==> src/rtl/rsb_pkg.sv <==
package rsb_pkg;

  localparam int PW     = 32;
  localparam int BW     = 35;
  localparam int WW     = 7;
  localparam int ACC_W  = 72;
  localparam int ROOT_W = 36;
  localparam int REM_W  = 40;
  localparam int EXT_W  = 40;

  localparam logic [WW-1:0] WIN_MIN   = 7'd2;
  localparam logic [WW-1:0] WIN_MAX   = 7'd120;
  localparam logic [WW-1:0] WIN_RESET = 7'd20;

  localparam logic signed [EXT_W-1:0] BAND_HI = 40'sd17179869183;
  localparam logic signed [EXT_W-1:0] BAND_LO = -40'sd17179869184;

  typedef struct packed {
    logic load;
    logic addr_rst;
    logic acc_clr;
    logic acc_add_price;
    logic sq_mul;
    logic acc_add_sq;
    logic div_mean;
    logic mean_take;
    logic div_var;
    logic sqrt_go;
    logic out_load;
  } rsb_cmd_t;

  typedef struct packed {
    logic          warm;
    logic          div_busy;
    logic          sqrt_busy;
    logic [WW-1:0] win;
  } rsb_sts_t;

  function automatic logic [BW-1:0] band_sat(logic signed [EXT_W-1:0] v);
    logic signed [EXT_W-1:0] c;
    c = v;
    if (v > BAND_HI) c = BAND_HI;
    if (v < BAND_LO) c = BAND_LO;
    return c[BW-1:0];
  endfunction

endpackage

==> src/rtl/rsb_ctrl.sv <==
module rsb_ctrl (
  input  logic              clk_i,
  input  logic              rst_ni,
  input  logic              in_valid_i,
  output logic              in_ready_o,
  output logic              out_valid_o,
  input  logic              out_ready_i,
  input  rsb_pkg::rsb_sts_t sts_i,
  output rsb_pkg::rsb_cmd_t cmd_o
);
  import rsb_pkg::*;

  localparam logic [3:0] S_IDLE  = 4'd0;
  localparam logic [3:0] S_CHK   = 4'd1;
  localparam logic [3:0] S_SRD   = 4'd2;
  localparam logic [3:0] S_SACC  = 4'd3;
  localparam logic [3:0] S_MDIV  = 4'd4;
  localparam logic [3:0] S_MWAIT = 4'd5;
  localparam logic [3:0] S_QRD   = 4'd6;
  localparam logic [3:0] S_QMUL  = 4'd7;
  localparam logic [3:0] S_QACC  = 4'd8;
  localparam logic [3:0] S_VDIV  = 4'd9;
  localparam logic [3:0] S_VWAIT = 4'd10;
  localparam logic [3:0] S_SWAIT = 4'd11;
  localparam logic [3:0] S_OUT   = 4'd12;

  logic [3:0]    state_q, state_d;
  logic [WW-1:0] cnt_q, cnt_d;
  logic          ovld_q, ovld_d;
  logic          last_elem;

  assign last_elem   = (cnt_q == sts_i.win - 7'd1);
  assign in_ready_o  = (state_q == S_IDLE);
  assign out_valid_o = ovld_q;

  always_comb begin
    state_d = state_q;
    cnt_d   = cnt_q;
    cmd_o   = '0;
    ovld_d  = ovld_q && !out_ready_i;
    case (state_q)
      S_IDLE: begin
        if (in_valid_i) begin
          cmd_o.load = 1'b1;
          state_d    = S_CHK;
        end
      end
      S_CHK: begin
        if (sts_i.warm) begin
          state_d = S_OUT;
        end else begin
          cmd_o.addr_rst = 1'b1;
          cmd_o.acc_clr  = 1'b1;
          cnt_d          = '0;
          state_d        = S_SRD;
        end
      end
      S_SRD: state_d = S_SACC;
      S_SACC: begin
        cmd_o.acc_add_price = 1'b1;
        cnt_d               = cnt_q + 7'd1;
        state_d             = last_elem ? S_MDIV : S_SRD;
      end
      S_MDIV: begin
        cmd_o.div_mean = 1'b1;
        state_d        = S_MWAIT;
      end
      S_MWAIT: begin
        if (!sts_i.div_busy) begin
          cmd_o.mean_take = 1'b1;
          cmd_o.addr_rst  = 1'b1;
          cmd_o.acc_clr   = 1'b1;
          cnt_d           = '0;
          state_d         = S_QRD;
        end
      end
      S_QRD: state_d = S_QMUL;
      S_QMUL: begin
        cmd_o.sq_mul = 1'b1;
        state_d      = S_QACC;
      end
      S_QACC: begin
        cmd_o.acc_add_sq = 1'b1;
        cnt_d            = cnt_q + 7'd1;
        state_d          = last_elem ? S_VDIV : S_QRD;
      end
      S_VDIV: begin
        cmd_o.div_var = 1'b1;
        state_d       = S_VWAIT;
      end
      S_VWAIT: begin
        if (!sts_i.div_busy) begin
          cmd_o.sqrt_go = 1'b1;
          state_d       = S_SWAIT;
        end
      end
      S_SWAIT: begin
        if (!sts_i.sqrt_busy) state_d = S_OUT;
      end
      S_OUT: begin
        if (!ovld_q || out_ready_i) begin
          cmd_o.out_load = 1'b1;
          ovld_d         = 1'b1;
          state_d        = S_IDLE;
        end
      end
      default: state_d = S_IDLE;
    endcase
  end

  always_ff @(posedge clk_i or negedge rst_ni) begin
    if (!rst_ni) begin
      state_q <= S_IDLE;
      cnt_q   <= '0;
      ovld_q  <= 1'b0;
    end else begin
      state_q <= state_d;
      cnt_q   <= cnt_d;
      ovld_q  <= ovld_d;
    end
  end

endmodule

==> config.mk <==
export PLATFORM = sky130hd
export DESIGN_NAME = rsb_ctrl
export DESIGN_NICKNAME = d
export VERILOG_FILES = /design/src/rtl/rsb_pkg.sv /design/src/rtl/rsb_ctrl.sv
export SDC_FILE = /design/constraint.sdc
export NUM_CORES = 1
export LEC_CHECK = 0
export BUFFER_PORTS_ARGS = -buffer_cell sky130_fd_sc_hd__buf_2
export CAP_MARGIN = 20
export CORE_UTILIZATION = 40
export CTS_CLUSTER_DIAMETER = 150
export DETAILED_ROUTE_END_ITERATION = 10
export PLACE_DENSITY_LB_ADDON = 0.08
export SLEW_MARGIN = 25
export SYNTH_ARGS = -nofsm -noshare
export SYNTH_HDL_FRONTEND = slang
export SYNTH_SLANG_ARGS = --single-unit
export TNS_END_PERCENT = 10
==> constraint.sdc <==
create_clock -name clk_i -period 2.33 [get_ports clk_i]
set_input_delay 0.3495 -clock clk_i [delete_from_list [all_inputs] [get_ports clk_i]]
set_output_delay 0.3495 -clock clk_i [all_outputs]
set_load 0.05 [all_outputs]
==> After elaboration in Yosys (flattened, before gate mapping) <==
Cells that the tools add are included.
{ "op_classes": {"shift": 0, "addsub": 2, "muxes": 29, "n_div": 0, "multipliers": 0, "n_reduce_logical": 9, "n_eq_ne": 19, "bitwise_logic": 0, "magnitude_cmp": 0} }
{ "ops": {"columns": ["cell", "n"], "rows": [
  ["$pmux 4 s13", 1],
  ["$mux 4", 7],
  ["$pmux 7 s3", 1],
  ["$eq 4x4->1 const B", 5],
  ["$eq 4x3->1 const B", 4],
  ["$mux 1", 14],
  ["$mux 7", 2],
  ["$ne 2x2->1 const B", 6],
  ["$eq 4x2->1 const B", 2],
  ["$add 7x1->7 const B", 1],
  ["$eq 7x7->1", 1],
  ["$sub 7x1->7 const B", 1],
  ["$reduce_and 5->1", 1],
  ["$eq 4x1->1 const B", 1],
  ["$logic_not 4->1", 1],
  ["$mux 2", 2],
  ["$pmux 2 s2", 1],
  ["$mux 3", 1],
  ["$reduce_and 3->1", 1],
  ["$reduce_bool 3->1", 1],
  ["$logic_not 1->1", 2],
  ["$reduce_or 2->1", 1],
  ["$logic_and 1x1->1", 1],
  ["$logic_or 1x1->1", 1]
]} }
{ "totals": {"elab_cells": 62, "in_bits": 14, "mem_bits_ro": 0, "mem_count": 0, "ram_bits": 0, "latch_bits": 0, "register_bits": 12, "out_inout_bits": 13} }

==> Longest topological paths before layout <==
{ "logic_depth": {"depth_word": 4, "depth_mapped": 8, "ltp_nobuf": 8} }

==> Worst setup path before layout <==
No wires, ideal clock.
{ "synth_path": {"kind": "register to output", "from": "register state_q[1]", "to": "output port cmd_o[9] (netlist name)", "setup_slack_ps": -549, "arrival_ps": 2530, "path_stages_with_launch": 6, "t_required_ps": 1980, "path_buffers": 2, "cell_sequence": "dfrtp_1 -> buf_2 -> inv_1 -> nand2_1 -> a2111oi_2 -> buf_4"} }
{ "synth_lines": {"columns": ["element", "line", "text"], "rows": [
  ["from (decl)", "rsb_ctrl.sv:27", "logic [3:0] state_q, state_d;"],
  ["from (signal assigned)", "rsb_ctrl.sv:117", "state_q <= state_d;"],
  ["to (decl)", "rsb_ctrl.sv:9", "output rsb_pkg::rsb_cmd_t cmd_o"]
]} }

==> results.cfg <==
[run_status]
status = finished clean

[synth]
synth_cells = 137
yosys_warnings = 0
synth_cell_types = 46
ys.flop_type = dfrtp_1
ys_ff_latch = 12
seq_area_frac_synth_pct = 26.85
ys_top_cells_by_area = dfrtp_1 27%, nor2_1 4.4%, nor2b_1 3.9%
synth-async-reset-ratio_pct = 100.0
synthesis.area_sq_um = 1119
synth_fp_nets = 153
yosysTopAreaCell = dfrtp_1
synth_top_area_share_pct = 26.85
avgSynthCellArea_sq_um = 8.165
synth_edf_count = 0

[clocking]
clockBufferDepth = 2
root_buffer = clkbuf_4
clock_sinks = 12
clk_latency_ns = 0.27
cts_buffers = 3
clk_pin_slew_worst_paths_ns = 0.08
h-tree-depth = 1
postCtsSetupRepairBufs = 0
cts_tree = built

[timing]
relSlewSlack_pct = 71.06
setup-violations-final = 0
fin_crit_sh_pct = 93.45
max_freq_mhz = 459.3
finalHoldViolations = 0
min_period_ns = 2.177
fin_skew_ns = 0.001668
holdWs_ns = 0.4790
rsz0062_at_grt = no
worst_pin_slew_ns = 0.4341
slew_violations = 0
setup_tns_ns = 0

[global_route]
antenna_found_initial = 0
grt_pass1_vias = 1003
grt_pass1_wl_mm = 4.395
grt-ovfl-total = 0
grt_usage_pct = 20.85
grt_max_degree = 16

[drt]
drc = 0
routed_wl_mm = 2.756
wl_per_cell_um = 14.13
drtPass1Iterations = 6
ant_nets = 0
vias = 1107
vias_per_cell = 5.677
drt_iter0_markers = 15

[worst_setup_path]
arrival_ns = 1.83
cp-start-kind = flop
cp_top_family = flip-flops
max_stage_delay_ns = 0.52
crit_chain = inv_1, nand2_1, a2111oi_4, buf_2
critPathKind = reg -> out
cp-end-kind = output port
r2r_start = state_q[2]$_DFFE_PN0P_
worst_path_max_delay_cell = dfrtp_1
critical_path_buf_inv_count = 2
critical_path_required_ns = 1.98
r2r_cells = 5
crit_fanout = 9
reg2reg_setup_slack_ns = 0.35
worst-path-stages = 4
reg2reg_to = state_q[0]$_DFFE_PN0P_

[pwr]
irDropWorstVdd_v = 0.0007642
power_switching_w = 0.0008753
seqPwrFrac_pct = 27.4
power_frac_clock_pct = 10.3
leakagePower_nw = 0.5966
power.density_nw_per_um2 = 1227
power.total_w = 0.001649
pwr-share-comb_pct = 62.4
swShare_pct = 53.08
intPower_w = 0.0007736

[layout]
area_growth_pct = 20.13
n_antenna_cell = 0
final_layout_size_suffix_gt1_share_pct = 27.27
fill_cells = 261
finalNetCount = 182

[floorplan]
die-area_sq_um = 3012
core-area_sq_um = 2567
die_w_um = 54.88
die_h_um = 54.88
start_util_pct = 43.57
core.rowCount = 18
boundaryPins = 27

[hold_path]
worst_hold_path_type = in -> async

[run]
maxCapViolCount = 0

[place]
dp_hpwl_mm = 2.152
port_buffers = 26
place_congestion = 0.8237
registers in the layout, summed over array words and instances (netlist names):
signal and cells:
cnt_q 7, out_valid_o 1, state_q 4
layer usage:
metal / part of all wire (%) / track usage, % / up-vias / routed length, um
met1: 43 / 23.13 / 514 / 1175
met2: 51 / 37.55 / 29 / 1419
li1: - / - / 558 / -
met5: 0 / 0 / - / 0
met3: 3.9 / 5.278 / 6 / 108
met4: 1.9 / 7.692 / 0 / 52
placed cells by master, fill, tap and decap left out, types with 3 or more instances in the layout:
cell       n
xor2_1     4
nor2_1    13
or3_1      4
nor4bb_1   3
nand2b_1   4
nor2b_1    7
o21ai_0    7
dfrtp_1   11
xnor2_1    5
clkbuf_4   3
buf_4      4
nand2_1    9
buf_2     26
inv_1      6
nor3_1     8
nand3_1    4
a21oi_1    8
cells in the mapped netlist, types with 3 or more instances:
cell	number
nor2_1	13
nor2b_1	7
or3_1	4
nand2_1	9
o21ai_0	7
nand3_1	4
xor2_1	4
a21oi_1	8
xnor2_1	5
nand2b_1	4
dfrtp_1	12
buf_2	3
nor3_1	8
inv_1	6
nor4bb_1	3
final cells by class:
type / count / area, sq um / area share, %
Tap cell: 30 / 37.54 / 2.793
Inverter: 6 / 22.52 / 1.676
Sequential cell: 12 / 301.5 / 22.44
Multi-Input combinational cell: 112 / 775.7 / 57.73
Clock buffer: 4 / 36.28 / 2.700
Timing Repair Buffer: 31 / 170.2 / 12.66
logic make-up after synthesis:
logic type	Yosys count	share of synthesized area (%)
flops	12	26.85
xor+xnor	9	7.046
simple gates	66	34.00
compound gates	32	21.37
buf+inv	13	5.705
mux	3	2.796
fa+ha+maj	2	2.237
metrics by stage:
stage	instance area, sq um	utilization, %	std cells	setup WS (ns)
floorplan	1140	-	137	-0.04606
global placement	1296	50.49	190	0.1415
detailed placement	1296	50.49	190	-0.01319
CTS	1344	52.34	195	0.1547
global route	1344	52.34	195	0.01238
finish	1344	52.34	195	0.1527
power groups by stage:
| stage | sequential, W | clock, W | combinational [W] |
|---|---|---|---|
| finish | 0.000451 | 0.000169 | 0.00103 |
| CTS | 0.000447 | 0.000175 | 0.00103 |
| global placement | 0.000447 | 0 | 0.00101 |
| global route | 0.000462 | 0.000183 | 0.00113 |
| detailed placement | 0.000450 | 0 | 0.00103 |
| floorplan | 0.000375 | 0 | 0.000883 |
worst max path at each step:
stage | start | end | slack, ns
2_1_floorplan | state_q[1]$_DFFE_PN0P_ | cmd_o[9] | -0.05
3_3_place_gp | sts_i[0] | state_q[3]$_DFFE_PN0P_ | 0.14
3_5_place_dp | sts_i[0] | state_q[3]$_DFFE_PN0P_ | -0.01
4_1_cts | state_q[1]$_DFFE_PN0P_ | cmd_o[8] | 0.15
5_1_grt | state_q[1]$_DFFE_PN0P_ | cmd_o[9] | 0.01
6_report | state_q[1]$_DFFE_PN0P_ | cmd_o[8] | 0.15
repair_timing:
| action | in CTS | in global routing |
|---|---|---|
| endpoints found under the setup margin | 2 | 0 |
| resized for setup | 1 | 0 |
| hold buffers | 1 | 0 |
| endpoints found under the hold margin | 12 | 0 |
(Power assumes the default switching activity.)
